File: src/rtl/core/bpo_pkg.sv
// Shared types and constants for the bank partition optimizer.
// No dependencies; used by bpo_cell, bank_partition_optimizer and the testbench.
package bpo_pkg;

  localparam int unsigned MaxUnitsDef = 64;
  localparam int unsigned PosW        = 8;
  localparam int unsigned CntW        = 32;
  localparam int unsigned PfxW        = 38;
  localparam int unsigned CostW       = 16;
  localparam int unsigned TotW        = 64;
  localparam int unsigned CfgW        = 7;

  typedef logic [PosW-1:0] pos_t;

  typedef enum logic [1:0] {
    OP_LOAD_UNIT = 2'd0,
    OP_LOAD_COST = 2'd1,
    OP_RUN       = 2'd2,
    OP_NONE      = 2'd3
  } op_e;

  typedef enum logic [0:0] {
    REG_UNIT_COUNT = 1'b0,
    REG_MIN_BANK   = 1'b1
  } reg_e;

  typedef struct packed {
    logic load_en;
    logic shift_en;
  } cell_ctrl_t;

  function automatic logic [TotW-1:0] sat_add(input logic [TotW-1:0] a,
                                              input logic [TotW-1:0] b);
    logic [TotW:0] s;
    s = {1'b0, a} + {1'b0, b};
    return s[TotW] ? {TotW{1'b1}} : s[TotW-1:0];
  endfunction

endpackage

File: src/rtl/core/bpo_cell.sv
// One cell of the unit count row: holds a unit's access count.
// Depends on bpo_pkg; instantiated by bank_partition_optimizer.
module bpo_cell (
  input  logic                        clk_i,
  input  logic                        rst_ni,
  input  bpo_pkg::cell_ctrl_t         ctrl_i,
  input  logic [bpo_pkg::CntW-1:0]    load_val_i,
  input  logic [bpo_pkg::CntW-1:0]    shift_in_i,
  output logic [bpo_pkg::CntW-1:0]    cnt_o
);

  logic [bpo_pkg::CntW-1:0] cnt_q;

  always_ff @(posedge clk_i or negedge rst_ni) begin
    if (!rst_ni) begin
      cnt_q <= '0;
    end else if (ctrl_i.shift_en) begin
      cnt_q <= shift_in_i;
    end else if (ctrl_i.load_en) begin
      cnt_q <= load_val_i;
    end
  end

  assign cnt_o = cnt_q;

endmodule

File: config.mk
export PLATFORM = sky130hd
export DESIGN_NAME = bpo_cell
export DESIGN_NICKNAME = d
export VERILOG_FILES = /design/src/rtl/core/bpo_pkg.sv /design/src/rtl/core/bpo_cell.sv
export SDC_FILE = /design/constraint.sdc
export NUM_CORES = 1
export LEC_CHECK = 0
export ABC_AREA = 1
export CAP_MARGIN = 10
export CORE_AREA = 8 8 63 65
export CTS_CLUSTER_SIZE = 30
export DETAILED_ROUTE_END_ITERATION = 10
export DIE_AREA = 0 0 71 73
export DONT_BUFFER_PORTS = 1
export PLACE_DENSITY = 0.74
export SLEW_MARGIN = 20
export SYNTH_ARGS = -nofsm -noshare
export SYNTH_HDL_FRONTEND = slang
export SYNTH_SLANG_ARGS = --single-unit
File: constraint.sdc
create_clock -name clk_i -period 0.8 [get_ports clk_i]
set_input_delay 0.16 -clock clk_i [delete_from_list [all_inputs] [get_ports clk_i]]
set_output_delay 0.16 -clock clk_i [all_outputs]
set_load 0.01 [all_outputs]
==> results.cfg, run 1 <==
[timing]
fmax_mhz = 1070
worstMarginPinSlew_ns = 0.313
drv_slew = 0
post-route-period-util_pct = 117
setup_viol = 32
rsz0062_at_grt = yes
holdWs_ns = -0.488
hold_viol_final = 52
fin_crit_ns = 0.937
finalWorstSetupSlack_ns = -0.137
skew_ns = 0
max_slew_margin_pct = 79.1
finalSetupTns_ns = -3.76

[critical_path]
endpoint_kind = output pin
rrSetupSlack_ns = 0.06
reg2reg_to = cnt_o[1]
crit_type = reg -> out
cp_max_fo = 2
arrival_ns = 0.78
worstPathRequired_ns = 0.64
start_kind = flop
r2r_cells = 2
r2r-start = cnt_o[1]

[clock_network]
numCtsBuffers = 5
clk_path_buf_depth = 2
clock_sinks = 32
h-tree-depth = 2
cts_setup_buffers = 0
cts_tree = built
clkLatencyLatePin_ns = 0.33
cts-root-buf = clkbuf_4
cts_hold_buf = 44
cts.clk_slew.worst_paths_ns = 0.10

[layout]
largest_register_ffs = 32
drive_above_1_share_pct = 6.45
area_growth_pct = 30.7
nets = 284

[floorplanning]
io_pins = 100
die_h_um = 73
fp.dieW_um = 71
dieArea_um2 = 5180
rows = 20
initial_core_util_pct = 51.0
coreArea_um2 = 2950

[run_status]
violations = hold timing, setup timing
status = finished with violations

[global_routing]
grt_use_met2_pct = 34.5
grt_pass1_vias = 1496
grt_usage_pct = 19.0
grt_max_degree = 35
antenna_found_initial = 1
grt_pass1_wl_mm = 7.58
top_usage_layer = met2
use_met1_pct = 17.7
met3_usage_pct = 9.62
grt-ovfl-total = 0

[hold_path]
min_path_type = in -> async

[yosys]
synth_area_um2 = 1510
ys_types = 8
ys_seq_area_share_pct = 53.2
synth_warnings = 0
avgSynthCellArea_um2 = 8.56
ys_ff_latch = 32
syn_nets = 244
synthesis.instances = 176

[drt]
vias = 1435
drc = 0
dr.pass1.iters = 5
ant_nets = 0
drt_iter0_drc = 85
vias_per_cell = 5.72
wl_mm = 4.87
avgRoutedWirePerCell_um = 19.4

[power_and_ir_drop]
peakVddDrop_v = 0.000940
power_mw = 3.36
power.leakage_nw = 0.897
power.density_nw_per_um2 = 1710

[placed_design]
place_congestion = 0.695
port_buffers = 0
dp_hpwl_mm = 2.92

[job]
cap_violations = 0
[cell usage after synthesis]
master / n / share of area [%]
dfrtp_1: 32 / 53
buf_2: 5 / 1.7
buf_4: 2 / 1.0
buf_6: 7 / 5.2
inv_4: 1 / 0.42
nand3_1: 64 / 21
nand2_1: 64 / 16
nor2_8: 1 / 1.3
[power by group]
group / internal [mW] / switching, mW
Clock: 0.418 / 0.531
Sequential: 1.77 / 0.193
Combinational: 0.265 / 0.186
[how the worst max path moves through the flow]
stage | startpoint | end | slack (ns) | cells past startpoint
global placement | cnt_o[4] | cnt_o[4] | 0.12 | 2
global route | cnt_o[23] | cnt_o[23] | -0.19 | 0
CTS | cnt_o[23] | cnt_o[23] | -0.15 | 0
floorplan | ctrl_i[1] | cnt_o[10] | 0.07 | 4
detailed placement | cnt_o[24] | cnt_o[24] | 0.09 | 2
finish | cnt_o[23] | cnt_o[23] | -0.14 | 0
[cell usage in the layout (no fill, tap or decap)]
cell	n
diode_2	1
dfrtp_2	1
clkbuf_8	1
clkinv_2	2
clkbuf_4	5
dfrtp_1	31
nor2_8	1
nand2_1	64
buf_12	1
nand3_1	64
inv_4	1
dlygate4sd3_1	44
buf_4	2
[what timing repair did]
item	in CTS	in global routing
gates resized for setup	0	1
endpoints found under the setup margin	32	32
pin swaps	0	0
endpoints found under the hold margin	64	55
gates cloned	0	0
[final cells by class]
class / count / area (um2)
inverters: 1 / 6.26
well taps: 33 / 41.3
repair buffers: 47 / 475
flip-flops and latches: 32 / 802
diodes: 1 / 2.50
clock inverters: 2 / 10.0
fillers: 228 / 983
clock buffers: 6 / 51.3
multi-input cells: 129 / 581
[cell families (layout without fill, tap and decap cells)]
kind of cell / Yosys count / after routing / share of synthesized area [%]
buf+inv: 15 / 56 / 8.31
flops: 32 / 32 / 53.2
other cells: 0 / 1 / 0
simple gates: 129 / 129 / 38.5
[per-layer routing]
metal | share of wire (%) | vias to the layer above
met5 | 0 | -
met1 | 33 | 681
met2 | 55 | 88
li1 | - | 658
met4 | 1.5 | 0
met3 | 10 | 8
[stage by stage]
| step | setup WS (ns) | utilization (%) | instances | hold WS [ns] | instance area, um2 |
|---|---|---|---|---|---|
| 6_report | -0.137 | 66.7 | 251 | -0.488 | 1970 |
| 5_1_grt | -0.186 | 66.7 | 251 | -0.524 | 1970 |
| 4_1_cts | -0.151 | 66.6 | 250 | -0.505 | 1970 |
| 3_5_place_dp | 0.0930 | 49.6 | 198 | -0.135 | 1460 |
| 3_3_place_gp | 0.125 | 49.6 | 198 | -0.135 | 1460 |
| 2_1_floorplan | 0.0675 | - | 176 | -0.136 | 1510 |
No activity file was read; power rests on OpenSTA's default activity.
==> inputs of run 2 (changes only) <==
--- a/config.mk
+++ b/config.mk
@@ -7,12 +7,12 @@
 export LEC_CHECK = 0
 export ABC_AREA = 1
 export CAP_MARGIN = 10
-export CORE_AREA = 8 8 63 65
+export CORE_AREA = 8 8 59 61
 export CTS_CLUSTER_SIZE = 30
 export DETAILED_ROUTE_END_ITERATION = 10
-export DIE_AREA = 0 0 71 73
+export DIE_AREA = 0 0 67 69
 export DONT_BUFFER_PORTS = 1
-export PLACE_DENSITY = 0.74
+export PLACE_DENSITY = 0.81
 export SLEW_MARGIN = 20
 export SYNTH_ARGS = -nofsm -noshare
 export SYNTH_HDL_FRONTEND = slang
==> constraint.sdc (replaced) <==
create_clock -name clk_i -period 1.1 [get_ports clk_i]
set_input_delay 0.22 -clock clk_i [delete_from_list [all_inputs] [get_ports clk_i]]
set_output_delay 0.22 -clock clk_i [all_outputs]
set_load 0.01 [all_outputs]
==> results.cfg, run 2 (synthesis results as in run 1) <==
[layout]
layout_common_cells = nand2_1, nand3_1, dfrtp_1
num_antenna_cells = 0
area_growth_pct = 2.99
drive_above_1_share_pct = 6.40
fillers = 248
nets = 239
fin_area_um2 = 1550
largest_register_ffs = 32
instances_no_fill = 203

[timing]
drv_slew = 0
rsz0062_at_grt = no
setup_viol = 0
finalWorstSetupSlack_ns = 0.121
hold_viol_final = 0
finalSetupTns_ns = 0
skew_ns = 0
worstMarginPinSlew_ns = 0.414
fin_crit_ns = 0.979
max_slew_margin_pct = 72.4
post-route-period-util_pct = 89.0
holdWs_ns = 0.0260
fmax_mhz = 1020

[power_and_ir_drop]
power.density_nw_per_um2 = 1680
internal_power_mw = 1.98
p_sw_share_pct = 24.3
power_frac_clock_pct = 37.4
switchingPower_uw = 635
peakVddDrop_v = 0.00137
p_comb_share_pct = 7.9
power.leakage_nw = 0.739
pwr-share-seq_pct = 54.6

[drt]
dr.pass1.iters = 4
wl_mm = 3.87
avgRoutedWirePerCell_um = 19.1
vias = 1224
drc = 0
ant_nets = 0
vias_per_cell = 6.03
drt_iter0_drc = 123

[global_routing]
met3_usage_pct = 9.05
grt_pass1_vias = 1338
grt_max_degree = 35
grt-ovfl-total = 0
grt_pass1_wl_mm = 6.31
use_met1_pct = 18.7
top_usage_layer = met2
grt_use_met2_pct = 26.8
grt_usage_pct = 17.2
antenna_found_initial = 0

[floorplanning]
dieArea_um2 = 4620
fp.dieW_um = 67
io_pins = 100
rows = 19
coreArea_um2 = 2620
die_h_um = 69
initial_core_util_pct = 57.6

[clock_network]
numCtsBuffers = 5
clk_path_buf_depth = 2
cts-root-buf = clkbuf_4
clkLatencyLatePin_ns = 0.30
cts-resized-gates = 0
cts.clk_slew.worst_paths_ns = 0.10
h-tree-depth = 2
cts_tree = built
clock_sinks = 32
cts_setup_buffers = 0

[critical_path]
endpoint_kind = output pin
crit_type = reg -> out
start_kind = flop
arrival_ns = 0.76
worstPathRequired_ns = 0.88
cp_max_fo = 2

[placed_design]
port_buffers = 0
place_congestion = 0.748
dp_slack_ns = 0.268
place_area_um2 = 1430
placed_cells = 193

[job]
cap_violations = 0

[hold_path]
min_path_type = in -> reg

[run_status]
status = completed
## run 2: changes by cell type in the layout (fill, tap and decap cells not counted), sizes merged
cell and change:
buf -2, bufinv +1, clkbuf +1, clkinv -2
diode -1, dlygate4sd3 -43
## run 2: final timing paths
check                               start   endpoint  slack [ns]  depth (start not counted)
worst min-delay path            ctrl_i[0]  cnt_o[26]        0.03                          2
worst min register to register  cnt_o[20]  cnt_o[20]        0.57                          2
max in group asynchronous          rst_ni   cnt_o[0]        0.58                          2
min in group asynchronous          rst_ni  cnt_o[30]        0.34                          2
worst max register to register   cnt_o[2]   cnt_o[2]        0.39                          2
worst max-delay path             cnt_o[8]   cnt_o[8]        0.12                          0
## run 2: layout make-up
| cell class | count | area [um2] | share of cell area, % |
|---|---|---|---|
| multi-input cells | 129 | 581 | 37.4 |
| clock inverters | 1 | 30.0 | 1.94 |
| well taps | 31 | 38.8 | 2.50 |
| flip-flops and latches | 32 | 801 | 51.6 |
| clock buffers | 7 | 65.1 | 4.19 |
| repair buffers | 2 | 30.0 | 1.94 |
| inverters | 1 | 6.26 | 0.403 |
## run 2: per-stage QoR
stage	power, mW	utilization [%]
after detailed placement	1.63	54.5
final	2.61	59.3
after global placement	1.61	54.5
after floorplan	1.64	-
after global routing	2.76	59.3
after CTS	2.65	59.3
## run 2: worst register-to-register path: stages (launching register included)
cell	delay, ns
dfrtp_1	0.44
nand2_1	0.09
nand3_1	0.07
## run 2: power by group through the flow
stage | clock, mW | sequential (mW) | combinational (mW)
2_1_floorplan | 0 | 1.42 | 0.217
3_3_place_gp | 0 | 1.45 | 0.164
3_5_place_dp | 0 | 1.45 | 0.179
4_1_cts | 1.01 | 1.43 | 0.213
5_1_grt | 1.08 | 1.44 | 0.245
6_report | 0.977 | 1.43 | 0.207
## run 2: what timing repair did
item / 4_1_cts / 5_1_grt
endpoints found under the hold margin: 32 / 0
setup endpoints to repair: 0 / 0
hold buffers: 2 / 0
## run 2: routing by layer
metal	up-vias	share of wire [%]
li1	574	-
met1	577	36
met2	68	50
met3	5	13
met4	0	0.72
met5	-	0
